$ cat config.mk
export PLATFORM = sky130hd
export DESIGN_NAME = tlb_lru_page_translate
export DESIGN_NICKNAME = d
export VERILOG_FILES = /design/src/hdl/tlbpt_pkg.sv /design/src/hdl/tlbpt_ram.sv /design/src/hdl/tlbpt_rank_unit.sv /design/src/hdl/tlb_lru_page_translate.sv
export SDC_FILE = /design/constraint.sdc
export NUM_CORES = 2
export LEC_CHECK = 0
export ABC_CLOCK_PERIOD_IN_PS = 13300
export BUFFER_PORTS_ARGS = -buffer_cell sky130_fd_sc_hd__buf_2
export CORE_MARGIN = 4
export CORE_UTILIZATION = 55
export DETAILED_ROUTE_END_ITERATION = 7
export PLACE_DENSITY_LB_ADDON = 0.1
export SETUP_SLACK_MARGIN = 0.5
export SYNTH_ARGS = -nofsm -noshare
export SYNTH_HDL_FRONTEND = slang
export SYNTH_SLANG_ARGS = --single-unit
export TNS_END_PERCENT = 100
$ cat constraint.sdc
create_clock -name clk -period 13.3 [get_ports clk]
set_input_delay 0.665 -clock clk [delete_from_list [all_inputs] [get_ports clk]]
set_output_delay 0.665 -clock clk [all_outputs]
set_load 0.05 [all_outputs]
$ cat src/hdl/tlbpt_pkg.sv
package tlbpt_pkg;

    // Fixed field widths of the stream ports
    localparam int VA_W    = 16;
    localparam int PA_W    = 15;
    localparam int TOTAL_W = 32;

    // Sequencer states
    typedef enum logic [1:0] {
        ST_IDLE,
        ST_SCAN,
        ST_TOUCH,
        ST_DONE
    } state_t;

    // Which pair of memories the sequencer is working on
    typedef enum logic {
        TBL_TLB,
        TBL_FRM
    } tbl_t;

    // Status from the shared compare unit
    typedef struct packed {
        logic tag_eq;   // stored tag equals the current page
        logic below;    // rank is more recent than the reference rank
        logic target;   // this entry becomes most recently used
    } cmp_t;

endpackage

$ cat src/hdl/tlbpt_ram.sv
module tlbpt_ram #(
    parameter int WIDTH = 8,
    parameter int DEPTH = 16
) (
    input  logic                                         clk,
    input  logic                                         we,
    input  logic [((DEPTH > 1) ? $clog2(DEPTH) : 1)-1:0] waddr,
    input  logic [WIDTH-1:0]                             wdata,
    input  logic                                         re,
    input  logic [((DEPTH > 1) ? $clog2(DEPTH) : 1)-1:0] raddr,
    output logic [WIDTH-1:0]                             rdata
);

    logic [WIDTH-1:0] mem [DEPTH];
    logic [WIDTH-1:0] rdata_reg;

    // One write port, one registered read port
    always_ff @(posedge clk)
    begin
        if (we)
        begin
            mem[waddr] <= wdata;
        end
        if (re)
        begin
            rdata_reg <= mem[raddr];
        end
    end

    assign rdata = rdata_reg;

endmodule

$ cat src/hdl/tlbpt_rank_unit.sv
module tlbpt_rank_unit #(
    parameter int RANK_W = 7,
    parameter int TAG_W  = 8
) (
    input  logic [TAG_W-1:0]  tag,
    input  logic [TAG_W-1:0]  page,
    input  logic [RANK_W-1:0] rank,
    input  logic [RANK_W-1:0] ref_rank,
    input  logic [RANK_W-1:0] index,
    input  logic              fill,
    output logic [RANK_W-1:0] new_rank,
    output tlbpt_pkg::cmp_t   cmp
);

    // Tag match and LRU rank compares, shared by both tables
    always_comb
    begin
        cmp.tag_eq = (tag == page);
        cmp.below  = (rank < ref_rank);
        // fill: the new slot sits at index ref_rank; otherwise the entry holding ref_rank
        cmp.target = fill ? (index == ref_rank) : (rank == ref_rank);
    end

    // Touched entry goes to rank zero, more recent ones age by one
    always_comb
    begin
        if (cmp.target)
        begin
            new_rank = '0;
        end
        else if (cmp.below)
        begin
            new_rank = rank + RANK_W'(1);
        end
        else
        begin
            new_rank = rank;
        end
    end

endmodule

$ cat src/hdl/tlb_lru_page_translate.sv
// Channel   Dir  Payload (low bit first)                                  Handshake
// s_axis    in   tdata: virtual_address[15:0]                             tvalid/tready
// m_axis    out  tdata: physical_address[14:0], tlb_hit_total[46:15],     tvalid/tready
//                       fault_total[78:47], zero pad [79]
//                tuser: tlb_hit[0], page_fault[1]
//
// One request at a time. TLB hit: a TLB scan up to the matching entry, then a TLB
// rank update. Miss: TLB scan, frame tag scan, frame rank update, TLB rank update.
// Each pass is paced by the single read port of each table memory, walked one entry
// per cycle through the shared unit.
// Reset clears fill counts, totals and control; memories need no clearing.
// A finished result waits in the output register; the next request is taken meanwhile.
module tlb_lru_page_translate #(
    parameter int TLB_ENTRIES = 16,
    parameter int NUM_FRAMES  = 128,
    parameter int OFFSET_BITS = 8,
    parameter int PAGE_BITS   = 8
) (
    input  logic        clk,
    input  logic        rst_n,
    input  logic        s_axis_tvalid,
    output logic        s_axis_tready,
    input  logic [15:0] s_axis_tdata,   // virtual_address[15:0]
    output logic        m_axis_tvalid,
    input  logic        m_axis_tready,
    output logic [79:0] m_axis_tdata,   // physical_address, tlb_hit_total, fault_total, pad
    output logic [1:0]  m_axis_tuser    // tlb_hit, page_fault
);

    localparam int TIDX_W = (TLB_ENTRIES > 1) ? $clog2(TLB_ENTRIES) : 1;
    localparam int TCNT_W = $clog2(TLB_ENTRIES + 1);
    localparam int FIDX_W = (NUM_FRAMES > 1) ? $clog2(NUM_FRAMES) : 1;
    localparam int FCNT_W = $clog2(NUM_FRAMES + 1);
    localparam int RANK_W = (TIDX_W > FIDX_W) ? TIDX_W : FIDX_W;
    localparam int CNT_W  = (TCNT_W > FCNT_W) ? TCNT_W : FCNT_W;
    localparam int ENT_W  = FIDX_W + PAGE_BITS;

    localparam int PA_W    = tlbpt_pkg::PA_W;
    localparam int TOTAL_W = tlbpt_pkg::TOTAL_W;

    // Control state
    tlbpt_pkg::state_t state_reg, state_next;
    tlbpt_pkg::tbl_t   tbl_reg, tbl_next;
    logic [CNT_W-1:0]  idx_reg, idx_next;
    logic              rd_vld_reg, rd_vld_next;
    logic [CNT_W-1:0]  rd_idx_reg, rd_idx_next;
    logic [CNT_W-1:0]  len_reg, len_next;
    logic [RANK_W-1:0] ref_reg, ref_next;
    logic              fill_reg, fill_next;
    logic              hit_reg, hit_next;
    logic              fault_reg, fault_next;
    logic [FIDX_W-1:0] frame_reg, frame_next;
    logic [TCNT_W-1:0] tcnt_reg, tcnt_next;
    logic [FCNT_W-1:0] fcnt_reg, fcnt_next;
    logic [TOTAL_W-1:0] hit_cnt_reg, hit_cnt_next;
    logic [TOTAL_W-1:0] flt_cnt_reg, flt_cnt_next;
    logic              out_valid_reg, out_valid_next;

    // Request payload
    logic [PAGE_BITS-1:0]   page_reg;
    logic [OFFSET_BITS-1:0] offset_reg;
    logic [31:0]            va_wide;

    // Result payload
    logic [PA_W-1:0]    pa_out_reg;
    logic               hit_out_reg;
    logic               fault_out_reg;
    logic [TOTAL_W-1:0] hit_tot_out_reg;
    logic [TOTAL_W-1:0] flt_tot_out_reg;
    logic [31:0]        pa_wide;

    // Memory ports
    logic                 tlb_re, frm_re;
    logic                 tlb_ent_we, tlb_rank_we, frm_tag_we, frm_rank_we;
    logic [ENT_W-1:0]     tlb_ent_rdata;
    logic [TIDX_W-1:0]    tlb_rank_rdata;
    logic [PAGE_BITS-1:0] frm_tag_rdata;
    logic [FIDX_W-1:0]    frm_rank_rdata;

    // Shared unit
    logic [RANK_W-1:0]    rank_rd;
    logic [PAGE_BITS-1:0] tag_rd;
    logic [RANK_W-1:0]    new_rank;
    tlbpt_pkg::cmp_t      cmp;

    // Sequencer helpers
    logic              accept_in;
    logic              issue;
    logic              last;
    logic              done_load;
    logic              f_full, t_full;
    logic [RANK_W-1:0] pt_ref, ti_ref;
    logic [CNT_W-1:0]  pt_len, ti_len;

    assign va_wide   = 32'(s_axis_tdata);
    assign accept_in = s_axis_tvalid && s_axis_tready;
    assign s_axis_tready = (state_reg == tlbpt_pkg::ST_IDLE);

    // Table memories
    tlbpt_ram #(.WIDTH(ENT_W), .DEPTH(TLB_ENTRIES)) u_tlb_ent_ram (
        .clk   (clk),
        .we    (tlb_ent_we),
        .waddr (rd_idx_reg[TIDX_W-1:0]),
        .wdata ({frame_reg, page_reg}),
        .re    (tlb_re),
        .raddr (idx_reg[TIDX_W-1:0]),
        .rdata (tlb_ent_rdata)
    );

    tlbpt_ram #(.WIDTH(TIDX_W), .DEPTH(TLB_ENTRIES)) u_tlb_rank_ram (
        .clk   (clk),
        .we    (tlb_rank_we),
        .waddr (rd_idx_reg[TIDX_W-1:0]),
        .wdata (new_rank[TIDX_W-1:0]),
        .re    (tlb_re),
        .raddr (idx_reg[TIDX_W-1:0]),
        .rdata (tlb_rank_rdata)
    );

    tlbpt_ram #(.WIDTH(PAGE_BITS), .DEPTH(NUM_FRAMES)) u_frm_tag_ram (
        .clk   (clk),
        .we    (frm_tag_we),
        .waddr (rd_idx_reg[FIDX_W-1:0]),
        .wdata (page_reg),
        .re    (frm_re),
        .raddr (idx_reg[FIDX_W-1:0]),
        .rdata (frm_tag_rdata)
    );

    tlbpt_ram #(.WIDTH(FIDX_W), .DEPTH(NUM_FRAMES)) u_frm_rank_ram (
        .clk   (clk),
        .we    (frm_rank_we),
        .waddr (rd_idx_reg[FIDX_W-1:0]),
        .wdata (new_rank[FIDX_W-1:0]),
        .re    (frm_re),
        .raddr (idx_reg[FIDX_W-1:0]),
        .rdata (frm_rank_rdata)
    );

    // Read data of the table in use feeds the shared unit
    assign rank_rd = (tbl_reg == tlbpt_pkg::TBL_FRM) ? RANK_W'(frm_rank_rdata)
                                                     : RANK_W'(tlb_rank_rdata);
    assign tag_rd  = (tbl_reg == tlbpt_pkg::TBL_FRM) ? frm_tag_rdata
                                                     : tlb_ent_rdata[PAGE_BITS-1:0];

    tlbpt_rank_unit #(.RANK_W(RANK_W), .TAG_W(PAGE_BITS)) u_rank_unit (
        .tag      (tag_rd),
        .page     (page_reg),
        .rank     (rank_rd),
        .ref_rank (ref_reg),
        .index    (rd_idx_reg[RANK_W-1:0]),
        .fill     (fill_reg),
        .new_rank (new_rank),
        .cmp      (cmp)
    );

    // Pass bookkeeping
    assign issue = ((state_reg == tlbpt_pkg::ST_SCAN) || (state_reg == tlbpt_pkg::ST_TOUCH))
                   && (idx_reg < len_reg);
    assign last  = rd_vld_reg && (rd_idx_reg == (len_reg - CNT_W'(1)));
    assign tlb_re = issue && (tbl_reg == tlbpt_pkg::TBL_TLB);
    assign frm_re = issue && (tbl_reg == tlbpt_pkg::TBL_FRM);
    assign done_load = (state_reg == tlbpt_pkg::ST_DONE) && (!out_valid_reg || m_axis_tready);

    // Setup for a page fault: next free frame, or reclaim the oldest
    assign f_full = (fcnt_reg == FCNT_W'(NUM_FRAMES));
    assign pt_ref = f_full ? RANK_W'(NUM_FRAMES - 1) : RANK_W'(fcnt_reg);
    assign pt_len = f_full ? CNT_W'(NUM_FRAMES) : (CNT_W'(fcnt_reg) + CNT_W'(1));

    // Setup for a TLB insert: next free entry, or evict the oldest
    assign t_full = (tcnt_reg == TCNT_W'(TLB_ENTRIES));
    assign ti_ref = t_full ? RANK_W'(TLB_ENTRIES - 1) : RANK_W'(tcnt_reg);
    assign ti_len = t_full ? CNT_W'(TLB_ENTRIES) : (CNT_W'(tcnt_reg) + CNT_W'(1));

    // Sequencer: next state and memory writes
    always_comb
    begin
        state_next     = state_reg;
        tbl_next       = tbl_reg;
        idx_next       = issue ? (idx_reg + CNT_W'(1)) : idx_reg;
        rd_vld_next    = issue;
        rd_idx_next    = idx_reg;
        len_next       = len_reg;
        ref_next       = ref_reg;
        fill_next      = fill_reg;
        hit_next       = hit_reg;
        fault_next     = fault_reg;
        frame_next     = frame_reg;
        tcnt_next      = tcnt_reg;
        fcnt_next      = fcnt_reg;
        hit_cnt_next   = hit_cnt_reg;
        flt_cnt_next   = flt_cnt_reg;
        out_valid_next = out_valid_reg;
        tlb_ent_we     = 1'b0;
        tlb_rank_we    = 1'b0;
        frm_tag_we     = 1'b0;
        frm_rank_we    = 1'b0;

        if (m_axis_tvalid && m_axis_tready)
        begin
            out_valid_next = 1'b0;
        end

        unique case (state_reg)
            tlbpt_pkg::ST_IDLE:
            begin
                if (accept_in)
                begin
                    hit_next    = 1'b0;
                    fault_next  = 1'b0;
                    idx_next    = '0;
                    rd_vld_next = 1'b0;
                    if (tcnt_reg != '0)
                    begin
                        state_next = tlbpt_pkg::ST_SCAN;
                        tbl_next   = tlbpt_pkg::TBL_TLB;
                        len_next   = CNT_W'(tcnt_reg);
                    end
                    else if (fcnt_reg != '0)
                    begin
                        state_next = tlbpt_pkg::ST_SCAN;
                        tbl_next   = tlbpt_pkg::TBL_FRM;
                        len_next   = CNT_W'(fcnt_reg);
                    end
                    else
                    begin
                        state_next = tlbpt_pkg::ST_TOUCH;
                        tbl_next   = tlbpt_pkg::TBL_FRM;
                        fault_next = 1'b1;
                        ref_next   = pt_ref;
                        len_next   = pt_len;
                        fill_next  = !f_full;
                    end
                end
            end

            tlbpt_pkg::ST_SCAN:
            begin
                if (rd_vld_reg && cmp.tag_eq)
                begin
                    // hit: touch the matching entry with its own rank
                    state_next  = tlbpt_pkg::ST_TOUCH;
                    idx_next    = '0;
                    rd_vld_next = 1'b0;
                    ref_next    = rank_rd;
                    fill_next   = 1'b0;
                    if (tbl_reg == tlbpt_pkg::TBL_TLB)
                    begin
                        hit_next   = 1'b1;
                        frame_next = tlb_ent_rdata[PAGE_BITS +: FIDX_W];
                        len_next   = CNT_W'(tcnt_reg);
                    end
                    else
                    begin
                        frame_next = rd_idx_reg[FIDX_W-1:0];
                        len_next   = CNT_W'(fcnt_reg);
                    end
                end
                else if (last)
                begin
                    idx_next    = '0;
                    rd_vld_next = 1'b0;
                    tbl_next    = tlbpt_pkg::TBL_FRM;
                    if ((tbl_reg == tlbpt_pkg::TBL_TLB) && (fcnt_reg != '0))
                    begin
                        len_next = CNT_W'(fcnt_reg);
                    end
                    else
                    begin
                        state_next = tlbpt_pkg::ST_TOUCH;
                        fault_next = 1'b1;
                        ref_next   = pt_ref;
                        len_next   = pt_len;
                        fill_next  = !f_full;
                    end
                end
            end

            tlbpt_pkg::ST_TOUCH:
            begin
                if (rd_vld_reg)
                begin
                    if (tbl_reg == tlbpt_pkg::TBL_FRM)
                    begin
                        frm_rank_we = 1'b1;
                        if (cmp.target && fault_reg)
                        begin
                            frm_tag_we = 1'b1;
                            frame_next = rd_idx_reg[FIDX_W-1:0];
                        end
                    end
                    else
                    begin
                        tlb_rank_we = 1'b1;
                        if (cmp.target && !hit_reg)
                        begin
                            tlb_ent_we = 1'b1;
                        end
                    end
                end
                if (last)
                begin
                    idx_next    = '0;
                    rd_vld_next = 1'b0;
                    if (tbl_reg == tlbpt_pkg::TBL_FRM)
                    begin
                        fcnt_next = fcnt_reg + FCNT_W'(fill_reg);
                        tbl_next  = tlbpt_pkg::TBL_TLB;
                        ref_next  = ti_ref;
                        len_next  = ti_len;
                        fill_next = !t_full;
                    end
                    else
                    begin
                        tcnt_next  = tcnt_reg + TCNT_W'(fill_reg);
                        state_next = tlbpt_pkg::ST_DONE;
                    end
                end
            end

            tlbpt_pkg::ST_DONE:
            begin
                if (done_load)
                begin
                    state_next     = tlbpt_pkg::ST_IDLE;
                    out_valid_next = 1'b1;
                    if (hit_reg && (hit_cnt_reg != '1))
                    begin
                        hit_cnt_next = hit_cnt_reg + TOTAL_W'(1);
                    end
                    if (fault_reg && (flt_cnt_reg != '1))
                    begin
                        flt_cnt_next = flt_cnt_reg + TOTAL_W'(1);
                    end
                end
            end

            default:
            begin
                state_next = tlbpt_pkg::ST_IDLE;
            end
        endcase
    end

    // Control registers
    always_ff @(posedge clk or negedge rst_n)
    begin
        if (!rst_n)
        begin
            state_reg     <= tlbpt_pkg::ST_IDLE;
            tbl_reg       <= tlbpt_pkg::TBL_TLB;
            idx_reg       <= '0;
            rd_vld_reg    <= 1'b0;
            rd_idx_reg    <= '0;
            len_reg       <= '0;
            ref_reg       <= '0;
            fill_reg      <= 1'b0;
            hit_reg       <= 1'b0;
            fault_reg     <= 1'b0;
            frame_reg     <= '0;
            tcnt_reg      <= '0;
            fcnt_reg      <= '0;
            hit_cnt_reg   <= '0;
            flt_cnt_reg   <= '0;
            out_valid_reg <= 1'b0;
        end
        else
        begin
            state_reg     <= state_next;
            tbl_reg       <= tbl_next;
            idx_reg       <= idx_next;
            rd_vld_reg    <= rd_vld_next;
            rd_idx_reg    <= rd_idx_next;
            len_reg       <= len_next;
            ref_reg       <= ref_next;
            fill_reg      <= fill_next;
            hit_reg       <= hit_next;
            fault_reg     <= fault_next;
            frame_reg     <= frame_next;
            tcnt_reg      <= tcnt_next;
            fcnt_reg      <= fcnt_next;
            hit_cnt_reg   <= hit_cnt_next;
            flt_cnt_reg   <= flt_cnt_next;
            out_valid_reg <= out_valid_next;
        end
    end

    // Physical address from frame and offset, upper bits dropped
    assign pa_wide = (32'(frame_reg) << OFFSET_BITS) | 32'(offset_reg);

    // Payload registers
    always_ff @(posedge clk)
    begin
        if (accept_in)
        begin
            page_reg   <= va_wide[OFFSET_BITS +: PAGE_BITS];
            offset_reg <= va_wide[OFFSET_BITS-1:0];
        end
        if (done_load)
        begin
            pa_out_reg      <= pa_wide[PA_W-1:0];
            hit_out_reg     <= hit_reg;
            fault_out_reg   <= fault_reg;
            hit_tot_out_reg <= hit_cnt_next;
            flt_tot_out_reg <= flt_cnt_next;
        end
    end

    assign m_axis_tvalid = out_valid_reg;
    assign m_axis_tdata  = {1'b0, flt_tot_out_reg, hit_tot_out_reg, pa_out_reg};
    assign m_axis_tuser  = {fault_out_reg, hit_out_reg};

`ifndef SYNTHESIS
    // A request is never both a TLB hit and a page fault
    a_hit_xor_fault: assert property (@(posedge clk) disable iff (!rst_n)
        (state_reg == tlbpt_pkg::ST_DONE) |-> !(hit_reg && fault_reg))
        else $error("hit and fault both set");

    // Rank memories are written only from valid read data during an update pass
    a_rank_write: assert property (@(posedge clk) disable iff (!rst_n)
        (tlb_rank_we || frm_rank_we) |-> ((state_reg == tlbpt_pkg::ST_TOUCH) && rd_vld_reg))
        else $error("rank write outside update pass");

    // Frame fill count grows by at most one per cycle and never passes the table size
    a_fcnt_step: assert property (@(posedge clk) disable iff (!rst_n)
        1'b1 |=> ((fcnt_reg == $past(fcnt_reg)) || (fcnt_reg == ($past(fcnt_reg) + 1'b1)))
                 && (fcnt_reg <= FCNT_W'(NUM_FRAMES)))
        else $error("frame fill count out of step");

    // Tag writes happen only on a miss path
    a_tag_write: assert property (@(posedge clk) disable iff (!rst_n)
        (!frm_tag_we || fault_reg) && (!tlb_ent_we || !hit_reg))
        else $error("tag write on hit path");

    // Hit total never goes down
    a_hit_mono: assert property (@(posedge clk) disable iff (!rst_n)
        1'b1 |=> (hit_cnt_reg >= $past(hit_cnt_reg)))
        else $error("hit total decreased");
`endif

endmodule

==> impl_metrics.json <==
{
  "status": "finished, final reports clean",
  "die_h_um": 431,
  "fillers": 12483,
  "largestRegisters": "u_frm_tag_ram.mem x1024, u_frm_rank_ram.mem x896, u_tlb_ent_ram.mem x240",
  "nets": 5423,
  "slowest_stage": "or3_1",
  "place_inst": 7452,
  "vias_per_cell": 6.39,
  "cp_cell_sequence": "buf_4 > mux2i_1 > inv_1 > ha_1 > nand4_1 > or4b_1 > o21ai_1 > inv_1 > or3_1 > nor2_1",
  "dp_hpwl_um": 139000,
  "p_sw_share_pct": 19.3,
  "cts.clk_slew.worst_paths_ns": 0.06,
  "p_clk_share_pct": 43.4,
  "finClkSkew_ns": 0.0341,
  "cp-start-kind": "register",
  "place_area_um2": 101000,
  "worst_skew_pair.late_latency_ns": 0.86,
  "ys_ff_latch": 2478,
  "syn_avg_cell_area_um2": 18.7,
  "drive_gt1_share_pct": 17.5,
  "grt_pass1_wl_um": 349000,
  "clock.fmax_mhz": 182,
  "syn-cell-area_um2": 98300,
  "ctsResizeCount": 0,
  "hold_viol_final": 0,
  "synth.area.top_cells": "edfxtp_1 72%, mux4_2 8.5%, mux2i_1 5.1%",
  "vias": 50629,
  "grt_usage_pct": 25.6,
  "ff2ff_setup_slack_ns": 7.79,
  "crit_top_cell": "inv_1",
  "setup_violations": 0,
  "yosysTopAreaCellShare_pct": 71.9,
  "start_util_pct": 55.6,
  "p_switching_uw": 2870,
  "p_leak_uw": 0.0339,
  "cts_max_path_buffers": 3,
  "cts_root_buffer": "clkbuf_16",
  "yosysSeqAreaShare_pct": 75.1,
  "p_int_uw": 12000,
  "period_needed_ns": 5.51,
  "overflow": 0,
  "antenna_found_initial": 4,
  "critical-path-top-delay-family": "simple AND/OR/NAND/NOR gates",
  "endpoint_kind": "register",
  "htreeDepth": 4,
  "yosys.area.top_type": "edfxtp_1",
  "numCtsBuffers": 239,
  "area.growth.synth_to_final_pct": 10.7,
  "yosysWarningCount": 0,
  "grt_max_degree": 164,
  "synth_edf_count": 2355,
  "arrival_ns": 5.99,
  "cts_tree": "yes",
  "place.port_buffers": 102,
  "remaining_drc_errors": 0,
  "fp.dieW_um": 431,
  "antenna_left": 0,
  "worst_path_largest_cell_delay_ns": 0.97,
  "synth_fp_nets": 5308,
  "path_class": "register to register",
  "combPwrFrac_pct": 0.1,
  "multiInputGateArea_um2": 23100,
  "rsz0062_at_grt": "false",
  "dieArea_um2": 186000,
  "setup_ws_ns": 7.79,
  "register_area_um2": 73800,
  "grt_pass1_vias": 50018,
  "fin_area_um2": 109000,
  "drtPass1Iterations": 6,
  "routed_wl_um": 237000,
  "maxCapViolations": 0,
  "drv_slew": 0,
  "relSlewSlack_pct": 12.9,
  "synth_ff_type": "edfxtp_1",
  "core.rowCount": 154,
  "synthesis.instances": 5255,
  "place.gp.congestion": 0.847,
  "post-place-ws_ns": 7.86,
  "drtIter0Drc": 5487,
  "coreArea_um2": 177000,
  "cp.required_ns": 13.78,
  "period_share_pct": 41.4,
  "synth.distinct_cells": 83,
  "crit_path_max_fanout": 42,
  "cts_setup_buffers": 0,
  "critPathBufInv": 3,
  "routedWlPerCell_um": 30.0,
  "largest_reg_flops": 1024,
  "finalSetupTns_ns": 0,
  "seqPwrFrac_pct": 56.5,
  "ios": 104,
  "p_per_area_nw_per_um2": 137,
  "clock_sinks": 2478,
  "instances_no_fill": 7922,
  "worst_pin_slew_ns": 1.30,
  "largest_register": "u_frm_tag_ram.mem",
  "post-route-util_pct": 61.5,
  "postSynth.asyncResetShare_pct": 4.96,
  "hold_path_class": "input port to register",
  "holdBufCountCts": 17,
  "peakVddDrop_mv": 0.124
}
## tightest hold or removal path, stage by stage
cell      delay (ns)
buf_2           0.07
nand2b_1        0.19
o21bai_1        0.08
## power groups by stage
stage,logic [uW],clock network (uW),registers (uW)
CTS,16.6,6540,8410
floorplan,1.01,0,8580
finish,16.0,6450,8410
global placement,12.5,0,8580
global route,18.4,6900,8410
detailed placement,12.3,0,8580
## kinds of logic (layout without fill, tap and decap cells)
family | Yosys count | after routing | share of synthesized area [%]
compound gates | 614 | 614 | 4.52
flops | 2478 | 2478 | 75.1
fa+ha+maj | 33 | 33 | 0.420
other cells | 1 | 5 | 0.00381
simple gates | 739 | 739 | 3.36
mux | 915 | 915 | 14.1
buf+inv | 369 | 692 | 1.60
xor+xnor | 106 | 106 | 0.944
## per-stage QoR
step	total power [uW]	hold WS, ns
2_1_floorplan	8580	0.369
3_3_place_gp	8590	0.401
3_5_place_dp	8590	0.407
4_1_cts	15000	0.134
5_1_grt	15300	0.181
6_report	14900	0.199
## Yosys cell counts, types with 12 or more instances
library cell	instances
a221oi_1	40
or3_1	16
a22oi_1	21
nor2_1	441
ha_1	33
mux4_2	370
xor2_1	36
edfxtp_1	2355
mux2i_1	498
clkbuf_1	207
o21ai_0	40
a21oi_1	126
nand3_1	54
o22ai_1	103
and2_1	17
nand4_1	29
o221ai_1	198
and3_1	12
inv_1	37
buf_2	81
xnor2_1	70
mux2_2	40
and4_1	13
nand2_1	88
dfrtp_1	123
buf_1	22
buf_4	14
nor3_1	13
## metal layers
| metal | wire, um | share of wire (%) | GRT usage [%] | up-vias |
|---|---|---|---|---|
| met5 | 12 | 0.0051 | 0 | - |
| met2 | 114000 | 48 | 40.3 | 2079 |
| met1 | 99800 | 42 | 37.4 | 26564 |
| met4 | 5760 | 2.4 | 6.82 | 2 |
| li1 | - | - | - | 21637 |
| met3 | 18000 | 7.6 | 4.69 | 347 |
## final cells by class
cell class	count	share of cell area (%)
Clock buffer	305	5.83
Timing Repair Buffer	202	1.35
Multi-Input combinational cell	2408	21.2
Sequential cell	2478	67.8
Clock inverter	144	0.983
Tap cell	2340	2.69
Antenna cell	4	0.00919
Inverter	41	0.148
## placed cells by master (no fill, tap or decap), types with 16 or more instances in the layout
cell type	instances
o22ai_1	103
a22oi_1	21
inv_1	37
edfxtp_1	2355
nand3_1	54
clkbuf_1	58
xnor2_1	70
clkinv_2	45
a21oi_1	126
mux4_2	370
clkinv_1	68
nor2_1	424
a221oi_1	40
and2_1	16
dfrtp_1	116
ha_1	33
dlygate4sd3_1	17
o21ai_0	40
nand4_1	29
xor2_1	36
clkbuf_16	242
nand2_1	87
or3_1	16
mux2_2	40
buf_4	70
mux2i_1	498
o221ai_1	198
buf_2	101
## final timing paths
check,start,endpoint,cells after the start
hold reg to reg,offset_reg[6],pa_out_reg[6],0
max in group asynchronous,rst_n,tbl_reg,4
setup reg to reg,tbl_reg,u_frm_tag_ram.mem[35][4],10
setup / recovery,tbl_reg,u_frm_tag_ram.mem[35][4],10
min in group asynchronous,rst_n,flt_cnt_reg[31],2
hold / removal,m_axis_tready,m_axis_tvalid,3
Note: power is estimated with default switching activity, not from simulation.
